[src/design/bblur_queue.sv]
`timescale 1ns / 1ps
// small register fifo between the front end and the blur pipeline
// no dependencies
module bblur_queue #(
    parameter int WIDTH = 8,
    parameter int DEPTH = 4,
    localparam int PTR_W = $clog2(DEPTH),
    localparam int CNT_W = $clog2(DEPTH + 1)
) (
    input  logic             clk,
    input  logic             rst_n,
    input  logic             push,
    input  logic [WIDTH-1:0] push_data,
    input  logic             pop,
    output logic             full,
    output logic             not_empty,
    output logic [WIDTH-1:0] head
);

    logic [WIDTH-1:0] slot_reg [DEPTH];
    logic [PTR_W-1:0] wr_ptr_reg, wr_ptr_next;
    logic [PTR_W-1:0] rd_ptr_reg, rd_ptr_next;
    logic [CNT_W-1:0] count_reg, count_next;

    assign full      = (count_reg == CNT_W'(DEPTH));
    assign not_empty = (count_reg != '0);
    assign head      = slot_reg[rd_ptr_reg];

    always_comb
    begin
        wr_ptr_next = push ? wr_ptr_reg + PTR_W'(1) : wr_ptr_reg;
        rd_ptr_next = pop ? rd_ptr_reg + PTR_W'(1) : rd_ptr_reg;
        unique case ({push, pop})
            2'b10:   count_next = count_reg + CNT_W'(1);
            2'b01:   count_next = count_reg - CNT_W'(1);
            default: count_next = count_reg;
        endcase
    end

    always_ff @(posedge clk)
    begin
        if (push)
        begin
            slot_reg[wr_ptr_reg] <= push_data;
        end
    end

    always_ff @(posedge clk or negedge rst_n)
    begin
        if (!rst_n)
        begin
            wr_ptr_reg <= '0;
            rd_ptr_reg <= '0;
            count_reg  <= '0;
        end
        else
        begin
            wr_ptr_reg <= wr_ptr_next;
            rd_ptr_reg <= rd_ptr_next;
            count_reg  <= count_next;
        end
    end

endmodule

[config.mk]
export PLATFORM = sky130hd
export DESIGN_NAME = bblur_queue
export DESIGN_NICKNAME = d
export VERILOG_FILES = /design/src/design/bblur_queue.sv
export SDC_FILE = /design/constraint.sdc
export NUM_CORES = 1
export LEC_CHECK = 0
export BUFFER_PORTS_ARGS = -buffer_cell sky130_fd_sc_hd__buf_2
export CAP_MARGIN = 20
export CORE_MARGIN = 8
export CORE_UTILIZATION = 52
export CTS_BUF_LIST = sky130_fd_sc_hd__clkbuf_4
export CTS_CLUSTER_SIZE = 8
export DETAILED_ROUTE_END_ITERATION = 8
export HOLD_SLACK_MARGIN = 0.03
export PLACE_DENSITY_LB_ADDON = 0.25
export SYNTH_ARGS = -nofsm -noshare
export SYNTH_HDL_FRONTEND = slang
export SYNTH_SLANG_ARGS = --single-unit
[constraint.sdc]
create_clock -name clk -period 1.29 [get_ports clk]
set_input_delay 0.258 -clock clk [delete_from_list [all_inputs] [get_ports clk]]
set_output_delay 0.258 -clock clk [all_outputs]
set_load 0.02 [all_outputs]
==> results.yml <==
outcome:
  status: "finished, violations left"
  violations: "setup timing"
power:
  internal_power_uw: 2990
  peakVddDrop_v: 0.00104
  power.share.combinational: 0.391
  p_sw_uw: 1400
  p_per_area_nw_per_um2: 2240
  leakage_uw: 0.000780
  swShare: 0.320
  p_seq_frac: 0.425
  p_clk_frac: 0.184
grt:
  grt_pass1_vias: 906
  grt_max_degree: 14
  grt_use_total: 0.116
  grt_pass1_wl_um: 4370
  grtUsageMet3: 0.0424
  grt_util_met1: 0.132
  grt_overflow: 0
  grt_use_met2: 0.188
  antenna_found_initial: 0
  top_usage_layer: "met2"
logic_synthesis:
  synth_compound_area_frac: 0.00322
  synth_cell_types: 17
  seq_area_frac_synth: 0.731
  yosys_register_bits: 39
  synthSimpleGateAreaFrac: 0.0314
  netlist_instances: 78
  synth_mux_area_frac: 0.122
  syn_area_sq_um: 1550
  synthesis.nets: 96
  synth_top_family_by_area: "multiplexers"
  synth-xor-area-share: 0.0338
  yosys_warnings: 0
  synth_fa_ha_area_frac: 0.0531
  avgSynthCellArea_sq_um: 19.9
placed_design:
  dpl_cell_area_sq_um: 1800
  io_buffers: 21
  dp.cells: 143
  dp_hpwl_um: 1890
  globalplace.congestion: 0.683
  post-place-ws_ns: -0.222
floorplanning:
  core-area_sq_um: 2950
  dieWidth_um: 70.7
  io_pins: 22
  die_y_um: 70.7
  start_util: 0.526
  rows: 20
  dieArea_sq_um: 4990
sta:
  report.final.slew_viol_count: 0
  finalClockSkew_ns: 0.00680
  rsz0062_at_grt: "yes"
  fin_ws_ns: -0.538
  finalSetupViolations: 11
  finalHoldViolCount: 0
  fmax_ghz: 0.547
  setup_tns_ns: -4.64
  fin_hold_ws_ns: 0.116
  worst_pin_slew_ns: 0.461
  maxSlewHeadroom: 0.693
  period_share: 1.42
  fin_crit_ns: 1.83
setup_path:
  critPathTopFamily: "multiplexers"
  crit_buf_inv: 2
  crit_type: "flip-flop to primary output"
  critPathLaunchType: "flip-flop"
  path_cells: "buf_4, mux4_2, buf_2"
  critical_path_arrival_ns: 1.57
  endpoint_kind: "primary output"
  slowest_delay_ns: 0.49
  crit_slowest_cell: "mux4_2"
  crit_path_max_fanout: 4
  critical_path_required_ns: 1.03
clock_network:
  max-clock-path-buffers: 2
  clock-sinks: 39
  cts.clk_slew.worst_paths_ns: 0.12
  clockRootBuffer: "clkbuf_4"
  cts_tree: "yes"
  cts-htree-levels: 2
  numCtsBuffers: 5
  clk_latency_ns: 0.35
final_layout:
  drive_gt1_frac: 0.528
  multi_input_area_sq_um: 399
  fin_area_sq_um: 1960
  fin_nets: 140
  final_common_cell: "edfxtp_1"
  final_cell_mix: "edfxtp_1 (32), buf_2 (19), buf_4 (14), mux4_2 (8), dfrtp_1 (7)"
  largest_reg_flops: 32
  stdcell_count: 156
  syn_to_final_growth_pct: 26.0
  final.fill_count: 224
  diodes: 0
  ff_latch_area_sq_um: 1140
detailed_routing:
  vias: 786
  drc_errors: 0
  dr.pass1.iters: 3
  wire_per_inst_um: 16.7
  routed_wl_um: 2600
  drt_iter0_drc: 44
  via_per_inst: 5.04
  ant_nets: 0
min_path:
  hold_class: "input port to flip-flop"
run:
  drv_cap: 0
## cell usage after synthesis (all sizes together)
library cell	count	area (sq um)
buf	2	16.3
edfxtp	32	961
and3	1	6.26
xor2	4	35.0
nand2	2	7.51
mux2i	1	10.0
xnor2	2	17.5
and2	4	25.0
or3	1	6.26
dfrtp	7	175
mux4	8	180
nor2	1	3.75
inv	6	22.5
ha	5	62.6
fa	1	20.0
o21ai	1	5.00
## per-layer routing
layer | part of all wire | vias up
met4 | 0.013 | 0
met1 | 0.43 | 384
met2 | 0.50 | 17
met5 | 0 | -
li1 | - | 380
met3 | 0.056 | 5
## final timing paths
check | startpoint | to | slack [ns] | cells after the start
min | push_data[1] | slot_reg[3][1] | 0.12 | 1
max reg2reg | count_reg[0] | count_reg[2] | -0.05 | 6
min reg2reg | count_reg[2] | count_reg[2] | 0.52 | 1
max in group asynchronous | rst_n | rd_ptr_reg[1] | 0.86 | 2
min in group asynchronous | rst_n | rd_ptr_reg[0] | 0.26 | 2
max | rd_ptr_reg[0] | head[6] | -0.54 | 3
## power by group through the flow
stage | Clock [uW] | Sequential (uW) | Combinational [uW]
after global placement | 0 | 1880 | 1460
final | 809 | 1870 | 1710
after floorplan | 0 | 1800 | 1040
after global routing | 875 | 1900 | 1860
after detailed placement | 0 | 1900 | 1510
after CTS | 826 | 1870 | 1580
## metrics by stage
stage / power [uW] / util
after floorplan: 2830 / -
after detailed placement: 3410 / 0.609
after CTS: 4280 / 0.646
final: 4390 / 0.663
after global placement: 3340 / 0.609
after global routing: 4630 / 0.663
## timing repair
item | 4_1_cts | 5_1_grt
setup endpoints to repair | 22 | 27
pin swaps | 0 | 2
gates resized for setup | 5 | 9
hold endpoints to repair | 7 | 0
buffers inserted | 1 | 3
hold buffers | 1 | 0
## area by class of cell
cell class | count | share of cell area
multi-input combinational | 31 | 0.204
sequential | 39 | 0.580
tap | 33 | 0.0211
clock buffer | 5 | 0.0192
inverter | 6 | 0.0128
timing repair buffer | 39 | 0.141
clock inverter | 3 | 0.0224
## kinds of logic after synthesis
family / after synthesis
flip-flops: 39
adder cells (fa/ha/maj): 6
multiplexers: 9
buffers and inverters: 8
AND/OR/NAND/NOR: 9
XOR/XNOR: 6
AO/OA/AOI/OAI: 1
(Power assumes the default switching activity.)
