## src/design/bblur_pkg.sv

```systemverilog
`timescale 1ns / 1ps
// shared types and constants for the 3x3 border-aware box blur
// no dependencies
package bblur_pkg;

    localparam int CH_W        = 8;
    localparam int PIX_W       = 3 * CH_W;
    localparam int SUM_W       = 12;
    localparam int RECIP_W     = 15;
    localparam int RECIP_SHIFT = 16;
    localparam int CFG_IDX_W   = 2;
    localparam int CFG_DATA_W  = 11;
    localparam int QUEUE_DEPTH = 4;

    localparam logic [CFG_DATA_W-1:0] FRAME_WIDTH_RST  = 11'd640;
    localparam logic [CFG_DATA_W-1:0] FRAME_HEIGHT_RST = 11'd480;

    // mean = (s + bias) * recip >> 16, exact for every reachable sum
    localparam logic [SUM_W-1:0]   BIAS_CORNER  = 12'd2;
    localparam logic [SUM_W-1:0]   BIAS_EDGE    = 12'd3;
    localparam logic [SUM_W-1:0]   BIAS_INNER   = 12'd4;
    localparam logic [RECIP_W-1:0] RECIP_CORNER = 15'd16384;
    localparam logic [RECIP_W-1:0] RECIP_EDGE   = 15'd10923;
    localparam logic [RECIP_W-1:0] RECIP_INNER  = 15'd7282;

    typedef enum logic [CFG_IDX_W-1:0] {
        CFG_FRAME_WIDTH  = 2'd0,
        CFG_FRAME_HEIGHT = 2'd1
    } cfg_reg_t;

    typedef enum logic {
        OP_PUSH  = 1'b0,
        OP_DRAIN = 1'b1
    } op_t;

    typedef enum logic [1:0] {
        AREA_CORNER,
        AREA_EDGE,
        AREA_INNER
    } area_t;

    typedef struct packed {
        logic emit;
        logic row_above;
        logic row_below;
        logic col_left;
        logic col_right;
        logic last;
    } ctl_t;

endpackage

```

## src/design/bblur_front.sv

```systemverilog
`timescale 1ns / 1ps
// front end: size registers, frame position counters and item classification
// depends on bblur_pkg
module bblur_front #(
    parameter int MAX_WIDTH  = 1024,
    parameter int MAX_HEIGHT = 1024,
    localparam int COL_W  = $clog2(MAX_WIDTH),
    localparam int ROW_W  = $clog2(MAX_HEIGHT + 2),
    localparam int OROW_W = $clog2(MAX_HEIGHT),
    localparam int WID_W  = $clog2(MAX_WIDTH + 1),
    localparam int HGT_W  = $clog2(MAX_HEIGHT + 1)
) (
    input  logic                              clk,
    input  logic                              rst_n,
    input  logic                              cfg_wr,
    input  logic [bblur_pkg::CFG_IDX_W-1:0]   cfg_index,
    input  logic [bblur_pkg::CFG_DATA_W-1:0]  cfg_data,
    input  logic                              in_acc,
    input  logic                              opcode,
    input  logic [bblur_pkg::CH_W-1:0]        red_in,
    input  logic [bblur_pkg::CH_W-1:0]        green_in,
    input  logic [bblur_pkg::CH_W-1:0]        blue_in,
    output logic                              q_push,
    output logic [bblur_pkg::PIX_W-1:0]       q_pix,
    output logic [COL_W-1:0]                  q_col,
    output bblur_pkg::ctl_t                   q_ctl
);

    logic [bblur_pkg::CFG_DATA_W-1:0] frame_width_reg, frame_width_next;
    logic [bblur_pkg::CFG_DATA_W-1:0] frame_height_reg, frame_height_next;
    logic [ROW_W-1:0]  in_row_reg, in_row_next;
    logic [COL_W-1:0]  in_col_reg, in_col_next;
    logic [OROW_W-1:0] out_row_reg, out_row_next;
    logic [COL_W-1:0]  out_col_reg, out_col_next;

    logic [WID_W-1:0] eff_w;
    logic [HGT_W-1:0] eff_h;
    logic             pixel_slot;
    logic             is_push;
    logic             in_col_wrap;
    logic             out_col_wrap;
    logic             cfg_hit;
    bblur_pkg::ctl_t  ctl;

    // sizes clamped to the supported range
    always_comb
    begin
        priority if (frame_width_reg < 11'd2)
            eff_w = WID_W'(2);
        else if (32'(frame_width_reg) > MAX_WIDTH)
            eff_w = WID_W'(MAX_WIDTH);
        else
            eff_w = WID_W'(frame_width_reg);

        priority if (frame_height_reg < 11'd2)
            eff_h = HGT_W'(2);
        else if (32'(frame_height_reg) > MAX_HEIGHT)
            eff_h = HGT_W'(MAX_HEIGHT);
        else
            eff_h = HGT_W'(frame_height_reg);
    end

    assign is_push      = (opcode == bblur_pkg::OP_PUSH);
    assign pixel_slot   = 32'(in_row_reg) < 32'(eff_h);
    assign in_col_wrap  = (32'(in_col_reg) + 32'd1) >= 32'(eff_w);
    assign out_col_wrap = (32'(out_col_reg) + 32'd1) >= 32'(eff_w);
    assign cfg_hit      = cfg_wr && ((cfg_index == bblur_pkg::CFG_FRAME_WIDTH) ||
                                     (cfg_index == bblur_pkg::CFG_FRAME_HEIGHT));

    always_comb
    begin
        ctl.emit      = (in_row_reg > ROW_W'(1)) ||
                        ((in_row_reg == ROW_W'(1)) && (in_col_reg != '0));
        ctl.row_above = (out_row_reg != '0);
        ctl.row_below = (32'(out_row_reg) + 32'd1) < 32'(eff_h);
        ctl.col_left  = (out_col_reg != '0);
        ctl.col_right = !out_col_wrap;
        ctl.last      = !ctl.row_below && out_col_wrap;
    end

    // drain ticks that arrive while pixels are still due are dropped
    assign q_push = in_acc && (is_push || !pixel_slot);
    assign q_pix  = pixel_slot ? {red_in, green_in, blue_in} : '0;
    assign q_col  = in_col_reg;
    assign q_ctl  = ctl;

    always_comb
    begin
        frame_width_next  = frame_width_reg;
        frame_height_next = frame_height_reg;
        in_row_next       = in_row_reg;
        in_col_next       = in_col_reg;
        out_row_next      = out_row_reg;
        out_col_next      = out_col_reg;
        if (cfg_wr && (cfg_index == bblur_pkg::CFG_FRAME_WIDTH))
        begin
            frame_width_next = cfg_data;
        end
        if (cfg_wr && (cfg_index == bblur_pkg::CFG_FRAME_HEIGHT))
        begin
            frame_height_next = cfg_data;
        end
        priority if (cfg_hit)
        begin
            in_row_next  = '0;
            in_col_next  = '0;
            out_row_next = '0;
            out_col_next = '0;
        end
        else if (q_push)
        begin
            if (in_col_wrap)
            begin
                in_col_next = '0;
                in_row_next = in_row_reg + ROW_W'(1);
            end
            else
            begin
                in_col_next = in_col_reg + COL_W'(1);
            end
            if (ctl.emit)
            begin
                priority if (ctl.last)
                begin
                    in_row_next  = '0;
                    in_col_next  = '0;
                    out_row_next = '0;
                    out_col_next = '0;
                end
                else if (out_col_wrap)
                begin
                    out_col_next = '0;
                    out_row_next = out_row_reg + OROW_W'(1);
                end
                else
                begin
                    out_col_next = out_col_reg + COL_W'(1);
                end
            end
        end
    end

    always_ff @(posedge clk or negedge rst_n)
    begin
        if (!rst_n)
        begin
            frame_width_reg  <= bblur_pkg::FRAME_WIDTH_RST;
            frame_height_reg <= bblur_pkg::FRAME_HEIGHT_RST;
            in_row_reg       <= '0;
            in_col_reg       <= '0;
            out_row_reg      <= '0;
            out_col_reg      <= '0;
        end
        else
        begin
            frame_width_reg  <= frame_width_next;
            frame_height_reg <= frame_height_next;
            in_row_reg       <= in_row_next;
            in_col_reg       <= in_col_next;
            out_row_reg      <= out_row_next;
            out_col_reg      <= out_col_next;
        end
    end

endmodule

```

## config.mk

```make
export PLATFORM = sky130hd
export DESIGN_NAME = bblur_front
export DESIGN_NICKNAME = d
export VERILOG_FILES = /design/src/design/bblur_pkg.sv /design/src/design/bblur_front.sv
export SDC_FILE = /design/constraint.sdc
export NUM_CORES = 1
export LEC_CHECK = 0
export BUFFER_PORTS_ARGS = -buffer_cell sky130_fd_sc_hd__buf_2
export CORE_ASPECT_RATIO = 0.75
export CORE_MARGIN = 5
export CORE_UTILIZATION = 61
export CTS_CLUSTER_DIAMETER = 40
export DETAILED_ROUTE_END_ITERATION = 8
export GPL_TIMING_DRIVEN = 0
export PLACE_DENSITY_LB_ADDON = 0.12
export SKIP_CTS_REPAIR_TIMING = 1
export SLEW_MARGIN = 20
export SYNTH_ARGS = -nofsm -noshare
export SYNTH_HDL_FRONTEND = slang
export SYNTH_SLANG_ARGS = --single-unit
export TNS_END_PERCENT = 30
```

## constraint.sdc

```tcl
create_clock -name clk -period 8.5 [get_ports clk]
set_clock_uncertainty 0.15 [all_clocks]
set_input_delay 0.85 -clock clk [delete_from_list [all_inputs] [get_ports clk]]
set_output_delay 0.85 -clock clk [all_outputs]
set_load 0.02 [all_outputs]
```

==> results of run 1 <==
[power breakdown]
group          switching (mW)  total, mW  internal (mW)
registers               0.110      0.488          0.378
clock network           0.126      0.298          0.171
logic                   0.532      0.863          0.331
[cells by family after synthesis]
logic type	Yosys count
and+or+nand+nor	191
AOI/OAI and AO/OA	119
DFF	63
buffers and inverters	50
adders and majority gates	50
muxes	25
xor gates and xnor gates	23
[metal layers]
layer / global-route usage (%) / vias up
met4: 9.28 / 0
li1: - / 2091
met2: 46.1 / 218
met5: 0 / -
met3: 7.48 / 28
met1: 35.7 / 2134
[cell usage after synthesis, drive strengths merged (16+ instances only)]
library cell,n,area (µm²)
dfrtp,57,1430
ha,50,626
nand2,49,184
o21ai,49,245
nand3,27,135
and2,25,156
inv,25,93.8
a21oi,20,100
mux2,20,225
nor2,20,75.1
clkbuf,17,63.8
o31ai,17,128
and3,16,100
[stage by stage]
step | area, µm² | power (mW) | utilization, % | hold slack (ns)
2_1_floorplan | 4650 | 1.06 | - | 0.340
3_3_place_gp | 5180 | 1.30 | 70.4 | 0.355
3_5_place_dp | 5190 | 1.34 | 70.4 | 0.370
4_1_cts | 5410 | 1.64 | 73.4 | 0.387
5_1_grt | 5410 | 1.78 | 73.4 | 0.415
6_report | 5410 | 1.65 | 73.4 | 0.384
[cell type report]
class / instances / area, µm²
multi-input combinational: 408 / 2860
fill: 577 / 1960
sequential: 63 / 1580
timing repair buffer: 82 / 413
clock buffer: 10 / 138
tap: 101 / 126
buffer: 23 / 103
inverter: 27 / 101
clock inverter: 5 / 82.6
[cells in the final DEF (no fill, tap or decap), types with 10 or more instances in the layout]
master    instances
a21oi_1          20
and2_1           25
and3_1           16
buf_2            85
clkbuf_1         17
clkbuf_8         10
dfrtp_1          57
ha_1             50
inv_1            25
mux2_2           20
nand2_1          49
nand3_1          27
nand4_1          14
nor2_1           20
o21ai_0          40
o31ai_1          17
xnor2_1          14
[worst paths after layout]
check	startpoint	end	slack (ns)	depth (start not counted)
setup reg to reg	out_col_reg[2]	out_col_reg[2]	4.61	14
hold reg to reg	frame_width_reg[0]	frame_width_reg[0]	0.38	1
hold / removal	frame_width_reg[0]	frame_width_reg[0]	0.38	1
min in group asynchronous	rst_n	q_col[3]	0.43	1
max in group asynchronous	rst_n	frame_height_reg[4]	7.21	1
setup / recovery	frame_height_reg[8]	q_pix[15]	4.12	12
==> results.sh, run 1 <==
export IMPL_timing_critical_path_slowest_cell_delay_ns=0.39
export IMPL_htreeDepth=3
export IMPL_synth_area_per_cell_um2=8.92
export IMPL_worst_skew_pair_late_latency_ns=0.36
export IMPL_drt_iter0_drc=393
export IMPL_maxSlewViolCount=0
export IMPL_globalRoute_totalOverflow=0
export IMPL_postSynthNetCount=613
export IMPL_post_synth_and_or_nand_nor_area_fraction_pct=21.7
export IMPL_drv_max_cap_violation_count=0
export IMPL_path_cells="nor4_2 > nand3_1 > o21ai_0 > nand2_1 > ha_1 > a211oi_1 > o211ai_1 > o2111ai_1 > and3_1 > clkbuf_1 > and2_1 > buf_2"
export IMPL_outcome="completed"
export IMPL_fin_crit_ns=4.38
export IMPL_grt_antenna_before_repair=0
export IMPL_ys_types=49
export IMPL_preCtsSetupSlack_ns=4.48
export IMPL_synth_seq_cells=63
export IMPL_critical_path_endpoint_type="primary output"
export IMPL_final_period_utilization_pct=51.5
export IMPL_pin_count_of_the_biggest_net_entering_global_routing=64
export IMPL_start_util_pct=63.1
export IMPL_synthArstFlopShare_pct=100
export IMPL_synth_mux_area_share_pct=5.92
export IMPL_synth_fa_ha_area_share_pct=13.5
export IMPL_vias=4471
export IMPL_timing_worst_slew_pin_value_ns=0.820
export IMPL_rows=27
export IMPL_setup_total_negative_slack_ns=0
export IMPL_clk_pin_slew_worst_paths_ns=0.07
export IMPL_place_congestion=0.939
export IMPL_power_leakage_nw=2.56
export IMPL_synth_compound_area_share_pct=16.1
export IMPL_placement_io_buffers=82
export IMPL_dr_pass1_iters=5
export IMPL_numPlacedInstances=704
export IMPL_path_class="reg2out"
export IMPL_ctsLongestPathBuffers=2
export IMPL_fp_dieH_um=85.6
export IMPL_detail_route_wl_per_cell_um=18.0
export IMPL_crit_buf_inv=2
export IMPL_cts_root_buffer="clkbuf_8"
export IMPL_clock_tree_from_tritoncts="yes"
export IMPL_viasPerCell=6.22
export IMPL_wl_met1_mm=5.59
export IMPL_critical_path_peak_fanout=10
export IMPL_antenna_cells=0
export IMPL_die_w_um=111
export IMPL_grt_util_all_layers_pct=27.8
export IMPL_route_final_wire_length_mm=12.9
export IMPL_wl_met2_mm=5.95
export IMPL_combinational_family_with_the_most_area_after_synthesis="simple AND/OR/NAND/NOR gates"
export IMPL_syn_inst=521
export IMPL_max_freq_mhz=229
export IMPL_endpoint_required_time_on_the_critical_path_ns=7.50
export IMPL_detail_route_antenna_nets=0
export IMPL_fp_coreArea_mm2=0.00736
export IMPL_finalSetupViolCount=0
export IMPL_worst_path_dominant_cell_family="simple AND/OR/NAND/NOR gates"
export IMPL_power_density_mw_per_mm2=305
export IMPL_sequential_element_share_of_the_synthesized_area_pct=34.1
export IMPL_final_layout_net_count=706
export IMPL_setup_repair_after_global_routing_missed_its_margin="no"
export IMPL_drive_gt1_share_pct=21.7
export IMPL_io_pins=83
export IMPL_layoutNonFillerInstCount=719
export IMPL_synth_yosys_warnings=0
export IMPL_synth_xor_area_share_pct=4.33
export IMPL_dieArea_mm2=0.00948
export IMPL_routed_wl_met3_mm=1.17
export IMPL_syn_cell_area_mm2=0.00465
export IMPL_hpwlAfterDp_mm=10.0
export IMPL_count_of_unresolved_drc_violations_after_routing=0
export IMPL_area_overhead_vs_synth_pct=16.3
export IMPL_synth_enable_flop_cells=0
export IMPL_max_slew_margin_rel_pct=44.9
export IMPL_synth_main_ff_cell="dfrtp_1"
export IMPL_timing_hold_violations_final=0
export IMPL_crit_path_dat_ns=3.38
export IMPL_timing_final_ws_setup_ns=4.12
export IMPL_cts_inserted_buffers=9
export IMPL_grt_pass1_wl_mm=21.5
export IMPL_hold_path_class="reg2reg"
export IMPL_clock_sinks=63
export IMPL_top_layer_used="met4"
export IMPL_timing_critical_path_slowest_stage_cell="dfstp_2"
export IMPL_grt_pass1_vias=4421
export IMPL_maximum_vdd_drop_v=0.000181
export IMPL_critPathLaunchType="flop"
Power figures use the tool's default switching activity.
==> run 2, diff against run 1 <==
--- a/config.mk
+++ b/config.mk
@@ -8,7 +8,7 @@
 export BUFFER_PORTS_ARGS = -buffer_cell sky130_fd_sc_hd__buf_2
 export CORE_ASPECT_RATIO = 0.75
 export CORE_MARGIN = 5
-export CORE_UTILIZATION = 61
+export CORE_UTILIZATION = 57
 export CTS_CLUSTER_DIAMETER = 40
 export DETAILED_ROUTE_END_ITERATION = 8
 export GPL_TIMING_DRIVEN = 0
==> constraint.sdc (replaced) <==
create_clock -name clk -period 4.1 [get_ports clk]
set_clock_uncertainty 0.15 [all_clocks]
set_input_delay 0.41 -clock clk [delete_from_list [all_inputs] [get_ports clk]]
set_output_delay 0.41 -clock clk [all_outputs]
set_load 0.02 [all_outputs]
==> results.sh, run 2 (synthesized netlist as in run 1, its figures left out) <==
export IMPL_crit_path_dat_ns=3.36
export IMPL_most_frequent_standard_cell_in_the_layout_excluding_fill_and_tap_cells="buf_2"
export IMPL_cts_root_buffer="clkbuf_8"
export IMPL_fp_dieH_um=88.2
export IMPL_drt_iter0_drc=309
export IMPL_worst_skew_pair_late_latency_ns=0.35
export IMPL_pin_count_of_the_biggest_net_entering_global_routing=37
export IMPL_critical_path_peak_fanout=10
export IMPL_hold_path_class="in2reg"
export IMPL_power_density_mw_per_mm2=616
export IMPL_final_layout_net_count=708
export IMPL_postPlaceCellArea_mm2=0.00521
export IMPL_drv_max_cap_violation_count=0
export IMPL_timing_critical_path_slowest_cell_delay_ns=0.38
export IMPL_setup_total_negative_slack_ns=0
export IMPL_clock_tree_from_tritoncts="yes"
export IMPL_maxSlewViolCount=0
export IMPL_finalSetupViolCount=0
export IMPL_grt_pass1_wl_mm=20.9
export IMPL_total_power_mw=3.36
export IMPL_mostFrequentLayoutCells="buf_2, dfrtp_1, ha_1, nand2_1, o21ai_0"
export IMPL_route_final_wire_length_mm=12.5
export IMPL_area_overhead_vs_synth_pct=17.3
export IMPL_grt_pass1_vias=4165
export IMPL_grt_antenna_before_repair=0
export IMPL_final_period_utilization_pct=95.6
export IMPL_rows=28
export IMPL_drive_gt1_share_pct=22.9
export IMPL_final_core_area_utilization_pct=68.9
export IMPL_placement_io_buffers=82
export IMPL_fp_coreArea_mm2=0.00792
export IMPL_maximum_vdd_drop_v=0.000357
export IMPL_path_class="reg2out"
export IMPL_timing_hold_violations_final=0
export IMPL_place_congestion=0.935
export IMPL_timing_critical_path_slowest_stage_cell="dfstp_2"
export IMPL_count_of_unresolved_drc_violations_after_routing=0
export IMPL_path_cells="nor4_2 > nand3_1 > o21ai_0 > nand2_1 > ha_1 > nand4_1 > a2111oi_2 > o21ai_1 > and3_2 > clkbuf_1 > a21boi_0 > buf_2"
export IMPL_timing_rr_start="out_row_reg[0]"
export IMPL_htreeDepth=3
export IMPL_outcome="completed"
export IMPL_ctsLongestPathBuffers=2
export IMPL_die_w_um=114
export IMPL_critical_path_endpoint_type="primary output"
export IMPL_grt_util_all_layers_pct=26.4
export IMPL_io_pins=83
export IMPL_start_util_pct=58.7
export IMPL_critPathLaunchType="flop"
export IMPL_vias=4384
export IMPL_holdCritStartpoint="cfg_data[1]"
export IMPL_detail_route_wl_per_cell_um=17.2
export IMPL_dr_pass1_iters=5
export IMPL_detail_route_antenna_nets=0
export IMPL_hpwlAfterDp_mm=9.91
export IMPL_clock_sinks=63
export IMPL_dieArea_mm2=0.0101
export IMPL_setup_repair_after_global_routing_missed_its_margin="yes"
export IMPL_timing_worst_slew_pin_value_ns=1.08
export IMPL_fill_cells=635
export IMPL_globalRoute_totalOverflow=0
export IMPL_viasPerCell=6.04
export IMPL_clk_pin_slew_worst_paths_ns=0.08
export IMPL_endpoint_required_time_on_the_critical_path_ns=3.54
export IMPL_fin_crit_ns=3.92
export IMPL_max_freq_mhz=255
export IMPL_cts_inserted_buffers=9
export IMPL_max_slew_margin_rel_pct=27.4
export IMPL_startpoint="frame_height_reg[8]"
export IMPL_stdcell_area_mm2=0.00545
export IMPL_power_leakage_nw=2.59
export IMPL_antenna_cells=0
## run 2: cell types whose count changed in the layout (fill, tap and decap cells not counted), sizes merged
cell / before / now
inv: 25 / 27
clkbuf: 27 / 26
buf: 88 / 89
clkinv: 2 / 5
dlygate4sd3: 0 / 1
bufinv: 2 / 1
clkinvlp: 3 / 1
## run 2: through the flow
step / hold WS [ns] / cells / setup WS (ns)
floorplan: -0.0356 / 521 / 0.773
detailed placement: 0.212 / 709 / 0.302
CTS: -0.174 / 725 / 0.140
global route: 0.133 / 726 / -0.0400
finish: 0.135 / 726 / 0.179
global placement: 0.357 / 708 / 0.364
## run 2: path summary, 6_finish.rpt
path	depth (start not counted)	slack (ns)	to
max in group asynchronous	3	2.85	frame_height_reg[8]
min in group asynchronous	2	0.37	q_col[3]
max	12	0.18	q_push
min	3	0.13	frame_width_reg[1]
min reg2reg	1	0.38	frame_width_reg[0]
max reg2reg	13	0.26	out_row_reg[9]
## run 2: worst max-delay path: cells and delay by family, from the launching register on
kind	cells	cell delay (ns)
simple gates	5	0.97
buf+inv	2	0.38
fa+ha+maj	1	0.35
flops	1	0.38
compound gates	4	0.92
## run 2: cell type report
class	instances	area (µm²)	share of cell area, %
inverters	27	101	1.86
well taps	105	131	2.41
clock buffers	9	124	2.27
multi-input cells	408	2880	52.8
clock inverters	7	81.3	1.49
repair buffers	84	443	8.12
plain buffers	23	106	1.95
flip-flops and latches	63	1580	29.1
## run 2: report_power, final
part,switching [mW],internal (mW)
Combinational,1.09,0.692
Clock,0.282,0.288
Sequential,0.222,0.783
## run 2: layer usage
layer / part of all wire (%) / vias to the layer above / routed length, µm / global-route usage [%]
met1: 44 / 2056 / 5550 / 36.1
met4: 1.3 / 0 / 167 / 7.87
met5: 0 / - / 0 / 0
met3: 11 / 20 / 1340 / 6.98
met2: 43 / 214 / 5420 / 41.4
li1: - / 2094 / - / -
==> run 3, diff against run 2 <==
--- a/config.mk
+++ b/config.mk
@@ -12,7 +12,7 @@
 export CTS_CLUSTER_DIAMETER = 40
 export DETAILED_ROUTE_END_ITERATION = 8
 export GPL_TIMING_DRIVEN = 0
-export PLACE_DENSITY_LB_ADDON = 0.12
+export PLACE_DENSITY_LB_ADDON = 0.2
 export SKIP_CTS_REPAIR_TIMING = 1
 export SLEW_MARGIN = 20
 export SYNTH_ARGS = -nofsm -noshare
==> constraint.sdc (replaced) <==
create_clock -name clk -period 4.1 [get_ports clk]
set_clock_uncertainty 0.15 [all_clocks]
set_input_delay 0.615 -clock clk [delete_from_list [all_inputs] [get_ports clk]]
set_output_delay 0.615 -clock clk [all_outputs]
set_load 0.02 [all_outputs]
==> results.sh, run 3 (synthesized netlist as in run 1, its figures left out) <==
export IMPL_final_seq_area_mm2=0.00158
export IMPL_grt_pass1_vias=4124
export IMPL_p_comb_share_pct=53.4
export IMPL_route_final_wire_length_mm=13.0
export IMPL_setup_total_negative_slack_ns=0
export IMPL_layoutNonFillerInstCount=725
export IMPL_sw_frac_of_total_pct=47.8
export IMPL_maxSlewViolCount=0
export IMPL_final_core_area_utilization_pct=69.0
export IMPL_drt_iter0_drc=289
export IMPL_grt_pass1_wl_mm=20.8
export IMPL_fp_dieH_um=88.2
export IMPL_fp_coreArea_mm2=0.00792
export IMPL_htreeDepth=3
export IMPL_power_density_mw_per_mm2=624
export IMPL_timing_worst_slew_pin_value_ns=0.914
export IMPL_power_sequential_fraction_pct=29.9
export IMPL_finalSetupViolCount=0
export IMPL_grt_antenna_before_repair=0
export IMPL_io_pins=83
export IMPL_endpoint_required_time_on_the_critical_path_ns=3.34
export IMPL_path_class="reg2out"
export IMPL_pwr_share_clk_pct=16.7
export IMPL_critical_path_endpoint_type="primary output"
export IMPL_detail_route_wl_per_cell_um=17.9
export IMPL_rows=28
export IMPL_max_freq_mhz=258
export IMPL_stdcell_area_mm2=0.00546
export IMPL_final_period_utilization_pct=94.5
export IMPL_reg2reg_depth=13
export IMPL_numPlacedInstances=708
export IMPL_clock_tree_from_tritoncts="yes"
export IMPL_r2r_setup_slack_ns=0.33
export IMPL_timing_hold_violations_final=0
export IMPL_count_of_unresolved_drc_violations_after_routing=0
export IMPL_globalRoute_totalOverflow=0
export IMPL_hold_ws_ns=0.199
export IMPL_total_power_mw=3.41
export IMPL_power_leakage_nw=2.57
export IMPL_vias=4396
export IMPL_dieArea_mm2=0.0101
export IMPL_die_w_um=114
export IMPL_fill_cells=625
export IMPL_postPlaceCellArea_mm2=0.00519
export IMPL_max_slew_margin_rel_pct=38.5
export IMPL_cts_inserted_buffers=9
export IMPL_internal_power_mw=1.78
export IMPL_clk_pin_slew_worst_paths_ns=0.09
export IMPL_pin_count_of_the_biggest_net_entering_global_routing=64
export IMPL_most_frequent_standard_cell_in_the_layout_excluding_fill_and_tap_cells="buf_2"
export IMPL_placement_io_buffers=82
export IMPL_hpwlAfterDp_mm=9.99
export IMPL_power_switching_mw=1.63
export IMPL_ctsLongestPathBuffers=2
export IMPL_critical_path_peak_fanout=10
export IMPL_mostFrequentLayoutCells="buf_2, dfrtp_1, ha_1, nand2_1, o21ai_0"
export IMPL_hold_path_class="in2async"
export IMPL_start_util_pct=58.7
export IMPL_timing_final_ws_setup_ns=0.226
export IMPL_dr_pass1_iters=5
export IMPL_outcome="completed"
export IMPL_fin_crit_ns=3.87
export IMPL_final_layout_net_count=707
export IMPL_setup_worst_path_end="q_push"
export IMPL_worst_skew_pair_late_latency_ns=0.35
export IMPL_viasPerCell=6.06
export IMPL_crit_reg2reg_capture="in_row_reg[0]"
export IMPL_grt_util_all_layers_pct=26.5
export IMPL_critPathLaunchType="flop"
export IMPL_clock_sinks=63
export IMPL_startpoint="frame_height_reg[8]"
export IMPL_drive_gt1_share_pct=23.7
export IMPL_detail_route_antenna_nets=0
export IMPL_multi_input_area_mm2=0.00292
export IMPL_crit_path_dat_ns=3.11
export IMPL_timing_rr_start="frame_height_reg[5]"
export IMPL_place_congestion=0.949
export IMPL_preCtsSetupSlack_ns=0.291
export IMPL_drv_max_cap_violation_count=0
export IMPL_cts_root_buffer="clkbuf_8"
export IMPL_antenna_cells=0
export IMPL_area_overhead_vs_synth_pct=17.5
export IMPL_maximum_vdd_drop_v=0.000410
==> run 3: worst min-delay path by stage <==
stage / endpoint / slack (ns) / cells past startpoint
final: q_col[3] / 0.20 / 1
after global placement: frame_width_reg[0] / 0.36 / 1
after CTS: out_col_reg[5] / 0.21 / 1
after detailed placement: frame_width_reg[0] / 0.36 / 1
after floorplan: frame_height_reg[0] / 0.17 / 0
after global routing: q_col[3] / 0.27 / 1
==> run 3: routing by layer <==
layer	track usage [%]	part of all wire [%]	vias to the layer above
met5	0	0	-
li1	-	-	2096
met3	6.70	9.2	21
met4	8.85	1.2	0
met2	41.1	45	203
met1	36.3	45	2076
==> run 3: area by class of cell <==
class | count | share of cell area [%]
multi-input cells | 408 | 53.4
flip-flops and latches | 63 | 29.0
repair buffers | 83 | 7.70
well taps | 105 | 2.40
clock buffers | 9 | 2.27
plain buffers | 23 | 1.92
inverters | 27 | 1.86
clock inverters | 7 | 1.47
==> run 3: worst max-delay path, stage by stage (launching register included) <==
cell       delay [ns]
dfstp_2          0.40
nor4_4           0.29
nand3_2          0.14
o21ai_2          0.17
nand2_2          0.12
ha_4             0.29
nand4_1          0.12
a2111oi_2        0.33
o21ai_1          0.15
and3_4           0.23
buf_2            0.17
a21boi_0         0.16
buf_2            0.18
==> run 3: power by group through the flow <==
stage	sequential [mW]	combinational (mW)	clock [mW]
detailed placement	1.01	1.77	0
global route	1.05	2.02	0.611
floorplan	0.969	1.23	0
CTS	1.00	1.77	0.581
global placement	1.00	1.71	0
finish	1.02	1.82	0.569
